## src/sv/qse_pkg.sv

```systemverilog
// Shared types, constants and command codes for the quicksort engine.
package qse_pkg;

  // Default sizing of the element store and of one element.
  localparam int DEPTH_DEF      = 1024;
  localparam int DATA_WIDTH_DEF = 32;

  // Width of the value fields on the channels.
  localparam int VALUE_W = 32;

  // Action codes carried on the request channel.
  localparam logic ACT_LOAD  = 1'b0;
  localparam logic ACT_FETCH = 1'b1;

  // One request word.
  typedef struct packed {
    logic                      action;
    logic signed [VALUE_W-1:0] value;
    logic                      last;
  } req_t;

  // One response word.
  typedef struct packed {
    logic signed [VALUE_W-1:0] value_res;
    logic                      last_res;
  } rsp_t;

  // Controller states.
  typedef enum logic [3:0] {
    ST_IDLE,
    ST_FETCH,
    ST_INIT,
    ST_POP,
    ST_RANGE,
    ST_PIVOT,
    ST_SCAN,
    ST_CMP,
    ST_SW1,
    ST_SW2,
    ST_FIN1,
    ST_FIN2,
    ST_PUSH_HI,
    ST_PUSH_LO
  } state_t;

  // Datapath operations issued by the controller, one per cycle.
  typedef enum logic [4:0] {
    OP_NONE,
    OP_LOAD,
    OP_FETCH,
    OP_FETCH_OUT,
    OP_SORT_INIT,
    OP_POP,
    OP_RANGE,
    OP_PIVOT,
    OP_SCAN_RD,
    OP_FIN_RD,
    OP_CMP,
    OP_SW1,
    OP_SW2,
    OP_FIN1,
    OP_FIN2,
    OP_PUSH_HI,
    OP_PUSH_LO
  } dp_op_t;

  // Command from controller to datapath.
  typedef struct packed {
    dp_op_t op;
  } cmd_t;

  // Status from datapath to controller.
  typedef struct packed {
    logic fetch_pending;
    logic stack_empty;
    logic scan_done;
    logic le;
    logic rsp_valid;
  } status_t;

endpackage

```

## src/sv/qse_ctrl.sv

```systemverilog
// Controller state machine of the quicksort engine.
module qse_ctrl (
  input  logic             clk,
  input  logic             rst,
  input  logic             req_valid,
  output logic             req_ready,
  input  logic             req_action,
  input  logic             req_last,
  input  qse_pkg::status_t status,
  output qse_pkg::cmd_t    cmd
);

  qse_pkg::state_t state;
  qse_pkg::state_t state_next;
  logic            accept;

  // Words are taken only when idle and the output register is free or emptying.
  assign req_ready = (state == qse_pkg::ST_IDLE) && !status.rsp_valid;
  assign accept = req_valid && req_ready;

  // State register.
  always_ff @(posedge clk) begin
    if (rst) begin
      state <= qse_pkg::ST_IDLE;
    end else begin
      state <= state_next;
    end
  end

  // Next state.
  always_comb begin
    state_next = state;
    unique case (state)
      qse_pkg::ST_IDLE: begin
        if (accept) begin
          if (req_action == qse_pkg::ACT_LOAD) begin
            if (req_last) begin
              state_next = qse_pkg::ST_INIT;
            end
          end else if (status.fetch_pending) begin
            state_next = qse_pkg::ST_FETCH;
          end
        end
      end
      qse_pkg::ST_FETCH:   state_next = qse_pkg::ST_IDLE;
      qse_pkg::ST_INIT:    state_next = qse_pkg::ST_POP;
      qse_pkg::ST_POP: begin
        state_next = status.stack_empty ? qse_pkg::ST_IDLE : qse_pkg::ST_RANGE;
      end
      qse_pkg::ST_RANGE:   state_next = qse_pkg::ST_PIVOT;
      qse_pkg::ST_PIVOT:   state_next = qse_pkg::ST_SCAN;
      qse_pkg::ST_SCAN: begin
        state_next = status.scan_done ? qse_pkg::ST_FIN1 : qse_pkg::ST_CMP;
      end
      qse_pkg::ST_CMP: begin
        state_next = status.le ? qse_pkg::ST_SW1 : qse_pkg::ST_SCAN;
      end
      qse_pkg::ST_SW1:     state_next = qse_pkg::ST_SW2;
      qse_pkg::ST_SW2:     state_next = qse_pkg::ST_SCAN;
      qse_pkg::ST_FIN1:    state_next = qse_pkg::ST_FIN2;
      qse_pkg::ST_FIN2:    state_next = qse_pkg::ST_PUSH_HI;
      qse_pkg::ST_PUSH_HI: state_next = qse_pkg::ST_PUSH_LO;
      qse_pkg::ST_PUSH_LO: state_next = qse_pkg::ST_POP;
      default:             state_next = qse_pkg::ST_IDLE;
    endcase
  end

  // Datapath command for the current state.
  always_comb begin
    cmd.op = qse_pkg::OP_NONE;
    unique case (state)
      qse_pkg::ST_IDLE: begin
        if (accept) begin
          if (req_action == qse_pkg::ACT_LOAD) begin
            cmd.op = qse_pkg::OP_LOAD;
          end else if (status.fetch_pending) begin
            cmd.op = qse_pkg::OP_FETCH;
          end
        end
      end
      qse_pkg::ST_FETCH:   cmd.op = qse_pkg::OP_FETCH_OUT;
      qse_pkg::ST_INIT:    cmd.op = qse_pkg::OP_SORT_INIT;
      qse_pkg::ST_POP: begin
        if (!status.stack_empty) begin
          cmd.op = qse_pkg::OP_POP;
        end
      end
      qse_pkg::ST_RANGE:   cmd.op = qse_pkg::OP_RANGE;
      qse_pkg::ST_PIVOT:   cmd.op = qse_pkg::OP_PIVOT;
      qse_pkg::ST_SCAN: begin
        cmd.op = status.scan_done ? qse_pkg::OP_FIN_RD : qse_pkg::OP_SCAN_RD;
      end
      qse_pkg::ST_CMP:     cmd.op = qse_pkg::OP_CMP;
      qse_pkg::ST_SW1:     cmd.op = qse_pkg::OP_SW1;
      qse_pkg::ST_SW2:     cmd.op = qse_pkg::OP_SW2;
      qse_pkg::ST_FIN1:    cmd.op = qse_pkg::OP_FIN1;
      qse_pkg::ST_FIN2:    cmd.op = qse_pkg::OP_FIN2;
      qse_pkg::ST_PUSH_HI: cmd.op = qse_pkg::OP_PUSH_HI;
      qse_pkg::ST_PUSH_LO: cmd.op = qse_pkg::OP_PUSH_LO;
      default:             cmd.op = qse_pkg::OP_NONE;
    endcase
  end

endmodule

```

## config.mk

```make
export PLATFORM = sky130hd
export DESIGN_NAME = qse_ctrl
export DESIGN_NICKNAME = d
export VERILOG_FILES = /design/src/sv/qse_pkg.sv /design/src/sv/qse_ctrl.sv
export SDC_FILE = /design/constraint.sdc
export NUM_CORES = 1
export LEC_CHECK = 0
export ABC_CLOCK_PERIOD_IN_PS = 4200
export CORE_AREA = 2 2 47 49
export DETAILED_ROUTE_END_ITERATION = 10
export DIE_AREA = 0 0 49 51
export DONT_BUFFER_PORTS = 1
export SYNTH_ARGS = -nofsm -noshare
export SYNTH_HDL_FRONTEND = slang
export SYNTH_SLANG_ARGS = --single-unit
```

## constraint.sdc

```tcl
create_clock -name clk -period 4.2 [get_ports clk]
set_input_delay 0.84 -clock clk [delete_from_list [all_inputs] [get_ports clk]]
set_output_delay 0.84 -clock clk [all_outputs]
set_load 0.01 [all_outputs]
```

Word-level counts from Yosys, hierarchy flattened
Cells that the tools add are included.
Widths: inputs -> output; s select.
{"block": "classes", "eq_ne": 16, "n_mux": 14, "reduce_logical": 7}
{"cell": "$pmux 5 s14", "n": 1}
{"cell": "$pmux 4 s11", "n": 1}
{"cell": "$eq 4x4->1 const B", "n": 6}
{"cell": "$mux 4", "n": 6}
{"cell": "$eq 4x3->1 const B", "n": 4}
{"cell": "$eq 4x2->1 const B", "n": 2}
{"cell": "$mux 2", "n": 3}
{"cell": "$mux 3", "n": 2}
{"cell": "$ne 3x3->1 const B", "n": 2}
{"cell": "$eq 4x1->1 const B", "n": 1}
{"cell": "$logic_not 4->1", "n": 1}
{"cell": "$reduce_or 2->1", "n": 2}
{"cell": "$reduce_and 3->1", "n": 1}
{"cell": "$logic_and 1x1->1", "n": 2}
{"cell": "$ne 2x2->1 const B", "n": 1}
{"cell": "$logic_not 1->1", "n": 1}
{"cell": "$mux 1", "n": 1}
{"block": "word_totals", "reg_bits": 4, "input_bits": 10, "output_inout_bits": 6, "wordCells": 38}

Logic depth before layout (Yosys ltp)
Gate-level depths: netlist of run 1.
{"block": "depth", "word_depth": 5, "depth_mapped": 5, "depth_no_buf": 3}

Worst setup path before layout of run 1
No wires, ideal clock.
{"block": "synth_path", "kind": "input -> output", "startpoint": "in req_valid", "endpoint": "out cmd[0] (netlist bit)", "arrival_time_ps": 1790, "t_required_ps": 3360, "path_slack_ps": 1570, "path_stages": 3, "path_buffers": 0, "path_cell_list": "nor2b_1 -> or4b_1 -> a221oi_1"}
{"item": "start: declaration", "line": "qse_ctrl.sv:5", "rtl": "input logic req_valid,"}
{"item": "end: declaration", "line": "qse_ctrl.sv:10", "rtl": "output qse_pkg::cmd_t cmd"}

==> impl_metrics.csv, run 1 <==
group,metric,value,unit
synthesis,synthSimpleGateAreaFrac,0.304,
synthesis,yosysSeqAreaShare,0.171,
cells_and_area,regArea,80.1,µm²
timing,fin_crit_sh,0.667,
grt,grt_pass1_wl,2040,µm
clock_tree,clockBufferDepth,2,
cells_and_area,multiInputGateArea,343,µm²
grt,grt_max_degree,23,
setup_path,required,3360,ps
setup_path,path_cells,"nor2b_1 > or4b_1 > a221oi_1",
setup_path,worst_ep_arrival_time,1960,ps
power,p_leak,0.000163,µW
setup_path,crit_path_top_delay_cell,"or4b_1",
grt,grt_remaining_overflow,0,
synthesis,async_reset_ff_frac,0,
grt,grt_util_all_layers,0.108,
timing,finClkSkew,2.76,ps
flow_run,maxCapViolCount,0,
clock_tree,worstSkewPairLatency,230,ps
setup_path,worstSetupPathType,"in -> out",
die,initial_core_util,0.227,
die,fp.coreArea,2060,µm²
placed_design,portBuffers,0,
power,swShare,0.239,
placed_design,globalplace.congestion,0.741,
setup_path,crit_buf_inv,0,
synthesis,synth-edff-count,0,
synthesis,synth_cell_types,34,
synthesis,synth-compound-area-share,0.360,
grt,antenna_found_initial,0,
timing,finalCriticalPeriod,2800,ps
cells_and_area,drive_above_1_share,0.111,
cells_and_area,num-fill-cells,253,
timing,worst_slack,1400,ps
synthesis,synth_area,469,µm²
drt,remaining_drc_errors,0,
timing,fin_setup_tns,0,ps
cells_and_area,antenna_cells,0,
setup_path,startpoint_type,"input port",
power,p_int,78.3,µW
drt,wl_per_cell,13.8,µm
die,die_h,51,µm
synthesis,yosys.area_share.xor_xnor,0.0187,
power,p_comb_frac,0.143,
synthesis,syn_inst,67,
clock_tree,cts_made_buffers,3,
timing,tightestPinTransition,650,ps
synthesis,ys_ff_latch,4,
placed_design,dp_slack,1410,ps
synthesis,synth_fp_nets,77,
die,num_rows,17,
setup_path,crit_path_end_kind,"primary output",
die,die_w,49,µm
clock_tree,clk_pin_slew,40,ps
clock_tree,cts_hold_buf,0,
drt,viasPerCell,5.46,
timing,slew_headroom,0.566,
timing,setup_violations,0,
drt,drt_pass1_iterations,4,
run_status,status,"finished, final reports clean",
cells_and_area,fin_nets,75,
timing,rsz0062_at_grt,"no",
die,dieArea,2500,µm²
power,ir_drop,91.2,µV
cells_and_area,top_register,"state",
clock_tree,cts-resized-gates,0,
power,p_seq_frac,0.403,
synthesis,synth_ff_type,"dfxtp_1",
cells_and_area,top_regs,"state x4",
synthesis,synth_top_family_by_area,"compound AO/OA/AOI/OAI gates",
setup_path,crit_family,"simple AND/OR/NAND/NOR gates",
synthesis,synth_fa_ha_area_frac,0,
clock_tree,clock_sinks,4,
drt,num_vias,497,
setup_path,crit_fanout,2,
setup_path,cpPeakStageDelay,480,ps
drt,drt-initial-drc-count,12,
synthesis,synthMuxAreaShare,0.0480,
grt,grt_pass1_vias,459,
drt,wl,1260,µm
timing,fmax,357,MHz
power,fin_total_pwr,103,µW
drt,postRouteAntennaNets,0,
power,clkPwrFrac,0.453,
cells_and_area,syn2layout_area_growth,4.00,%
power,p_per_area,211,nW/µm²
clock_tree,cts_tree,"done",
cells_and_area,largest_reg_flops,4,
placed_design,hpwl,882,µm
min_path,min_path_type,"in -> reg",
synthesis,syn_avg_cell_area,7.00,µm²
die,io_pins,16,
clock_tree,postCtsSetupRepairBufs,0,
timing,hold_viol,0,
power,p_sw,24.6,µW
timing,finalMaxSlewViolations,0,
synthesis,ys_warn_count,0,
clock_tree,root_buffer,"clkbuf_4",
clock_tree,htree_levels,1,
[through the flow]
| step | area (µm²) | util | hold WS [ps] | instances |
|---|---|---|---|---|
| detailed placement | 465 | 0.226 | 688 | 88 |
| global placement | 465 | 0.226 | 676 | 88 |
| floorplan | 469 | - | 642 | 67 |
| CTS | 488 | 0.237 | 670 | 91 |
| finish | 488 | 0.237 | 677 | 91 |
| global route | 488 | 0.237 | 652 | 91 |
[kinds of logic after synthesis]
| family | Yosys count |
|---|---|
| flops | 4 |
| simple gates | 26 |
| compound gates | 25 |
| mux | 2 |
| xor+xnor | 1 |
| buf+inv | 9 |
[layout make-up]
class,instances,area share
Inverter,2,0.0154
Sequential cell,4,0.164
Clock buffer,3,0.0462
Tap cell,28,0.0718
Multi-Input combinational cell,54,0.703
[worst reg2reg max path: stages (launching register included)]
cell	delay (ps)
dfxtp_1	500
or4_1	620
o21ai_1	210
nor4_1	80
[layer usage]
| metal | GRT usage | wire length, µm | vias to the layer above | part of all wire |
|---|---|---|---|---|
| met5 | 0 | 0 | - | 0 |
| met1 | 0.129 | 552 | 228 | 0.44 |
| li1 | - | - | 242 | - |
| met4 | 0.0429 | 8 | 0 | 0.0063 |
| met2 | 0.158 | 546 | 25 | 0.43 |
| met3 | 0.0643 | 152 | 2 | 0.12 |
[power by group through the flow]
stage | Combinational (µW) | Sequential, µW | Clock (µW)
final | 14.7 | 41.5 | 46.6
after global routing | 16.8 | 41.7 | 54.8
after CTS | 14.9 | 41.4 | 48.7
after detailed placement | 14.8 | 42.0 | 0
after global placement | 14.4 | 41.9 | 0
after floorplan | 14.9 | 39.8 | 0
[path summary, 6_finish.rpt]
| kind | from | endpoint | slack [ps] | depth (start not counted) |
|---|---|---|---|---|
| hold reg to reg | state[0] | state[2] | 690 | 2 |
| setup / recovery | req_valid | cmd[0] | 1400 | 3 |
| hold / removal | rst | state[2] | 680 | 1 |
| setup reg to reg | state[1] | state[0] | 2650 | 3 |
[cells in the mapped netlist (all sizes together) (2+ instances only)]
cell / number / area, µm²
a31oi: 2 / 12.5
inv: 2 / 7.51
clkbuf: 2 / 7.51
mux2: 2 / 22.5
a21oi: 5 / 25.0
nor2b: 4 / 25.0
nand2b: 2 / 12.5
nor2: 5 / 18.8
buf: 5 / 31.3
dfxtp: 4 / 80.1
o21ai: 7 / 35.0
a32oi: 2 / 17.5
nand2: 4 / 15.0
nand3: 3 / 15.0
[cell usage in the layout, fill, tap and decap left out, types with 3 or more instances in the layout]
master / n
dfxtp_1: 4
nand3_1: 3
nor2_1: 5
clkbuf_4: 3
nand2_1: 4
o21ai_0: 6
a21oi_1: 5
nor2b_1: 4
Power figures use the tool's default switching activity.
==> run 2: changes to the inputs <==
- ABC_CLOCK_PERIOD_IN_PS: 4200 -> 2800
- clock period: 4.2 -> 2.8 ns (I/O delays scaled with it)
==> impl_metrics.csv, run 2 (synthesis results as in run 1) <==
group,metric,value,unit
die,fp.coreArea,2060,µm²
timing,timing.hold.ws,385,ps
drt,drt-initial-drc-count,6,
timing,finalMaxSlewViolations,0,
min_path,whs_endpoint,"state[2]",
grt,grt_max_degree,22,
power,clkPwrFrac,0.467,
clock_tree,worstSkewPairLatency,240,ps
cells_and_area,antenna_cells,0,
clock_tree,cts-resized-gates,0,
setup_path,rr_worst_depth,4,
timing,slew_headroom,0.579,
timing,worst_slack,475,ps
clock_tree,cts_tree,"done",
clock_tree,clock_sinks,4,
cells_and_area,top_register,"state",
power,ir_drop,72.1,µV
cells_and_area,final_common_cell,"o21ai_0",
power,p_int,118,µW
grt,antenna_found_initial,0,
setup_path,crit_fanout,2,
setup_path,required,2240,ps
setup_path,crit-reg2reg-launch,"state[1]",
grt,grt_pass1_vias,478,
power,p_sw,41.7,µW
setup_path,r2r-end,"state[1]",
timing,finClkSkew,2.04,ps
setup_path,r2r_slack,1230,ps
grt,grt_use_met2,0.167,
setup_path,worst_ep_arrival_time,1770,ps
grt,grt_remaining_overflow,0,
timing,rsz0062_at_grt,"no",
timing,finalCriticalPeriod,2330,ps
drt,wl,1320,µm
timing,fmax,430,MHz
cells_and_area,fin_area,503,µm²
die,dieArea,2500,µm²
drt,postRouteAntennaNets,0,
run_status,status,"finished, final reports clean",
die,die_h,51,µm
cells_and_area,regArea,80.1,µm²
placed_design,placed_area,480,µm²
cells_and_area,syn2layout_area_growth,7.20,%
timing,setup_violations,0,
die,initial_core_util,0.227,
clock_tree,postCtsSetupRepairBufs,0,
grt,grt_pass1_wl,2080,µm
cells_and_area,fin_nets,77,
cells_and_area,multiInputGateArea,343,µm²
clock_tree,cts_made_buffers,3,
grt,grt_use_met3,0.0409,
clock_tree,cts_hold_buf,0,
grt,grtUsageMet1,0.127,
power,p_per_area,318,nW/µm²
drt,viasPerCell,5.33,
timing,hold_viol,0,
min_path,whs_path_depth,1,
clock_tree,htree_levels,1,
cells_and_area,top_regs,"state x4",
cells_and_area,fin_util,0.244,
die,io_pins,16,
timing,tightestPinTransition,630,ps
setup_path,crit_path_end_kind,"primary output",
clock_tree,clk_pin_slew,40,ps
clock_tree,clockBufferDepth,2,
min_path,hp-start,"rst",
cells_and_area,drive_above_1_share,0.138,
placed_design,dp_slack,528,ps
power,p_comb_frac,0.152,
timing,fin_crit_sh,0.830,
placed_design,portBuffers,0,
flow_run,maxCapViolCount,0,
power,p_leak,0.000174,µW
cells_and_area,final_cell_mix,"o21ai_0, nor2_1, a21oi_1",
drt,num_vias,496,
die,num_rows,17,
cells_and_area,num-fill-cells,245,
power,p_seq_frac,0.381,
placed_design,globalplace.congestion,0.772,
drt,remaining_drc_errors,0,
die,die_w,49,µm
drt,wl_per_cell,14.2,µm
grt,grt_busiest_layer,"met2",
power,swShare,0.261,
cells_and_area,largest_reg_flops,4,
clock_tree,root_buffer,"clkbuf_4",
timing,fin_setup_tns,0,ps
drt,drt_pass1_iterations,4,
setup_path,worstSetupPathType,"in -> out",
grt,grt_util_all_layers,0.112,
setup_path,startpoint_type,"input port",
min_path,min_path_type,"in -> reg",
-- run 2: final cells by class --
| type | instances | share of cell area |
|---|---|---|
| flip-flops and latches | 4 | 0.159 |
| repair buffers | 2 | 0.0299 |
| inverters | 2 | 0.0149 |
| clock buffers | 3 | 0.0448 |
| multi-input cells | 54 | 0.682 |
| well taps | 28 | 0.0697 |
-- run 2: routing by layer --
layer  wire [µm]  up-vias  share of wire
li1            -      248              -
met1         591      225           0.45
met2         569       19           0.43
met3         130        4          0.098
met4          30        0          0.023
met5           0        -              0
-- run 2: power by group through the flow --
stage / Combinational [µW] / Sequential [µW] / Clock, µW
finish: 24.3 / 60.9 / 74.7
global route: 27.1 / 61.3 / 80.2
CTS: 24.3 / 60.9 / 77.4
detailed placement: 24.2 / 61.7 / 0
global placement: 23.5 / 61.7 / 0
floorplan: 22.4 / 59.7 / 0
-- run 2: worst max-delay path by stage --
stage / start / to / slack (ps) / cells after the start
6_report: req_valid / cmd[0] / 470 / 3
5_1_grt: state[1] / cmd[0] / 440 / 2
4_1_cts: state[1] / cmd[0] / 510 / 2
3_5_place_dp: req_valid / cmd[0] / 530 / 3
3_3_place_gp: req_valid / cmd[0] / 600 / 3
2_1_floorplan: req_valid / cmd[0] / 730 / 3
-- run 2: critical path, stage by stage --
cell	delay (ps)
nor2b_1	190
or4b_1	510
a221oi_1	510
-- run 2: through the flow --
| stage | std cells | total power [µW] |
|---|---|---|
| 6_report | 93 | 160 |
| 2_1_floorplan | 67 | 82.1 |
| 3_3_place_gp | 90 | 85.1 |
| 5_1_grt | 93 | 169 |
| 4_1_cts | 93 | 163 |
| 3_5_place_dp | 90 | 85.9 |
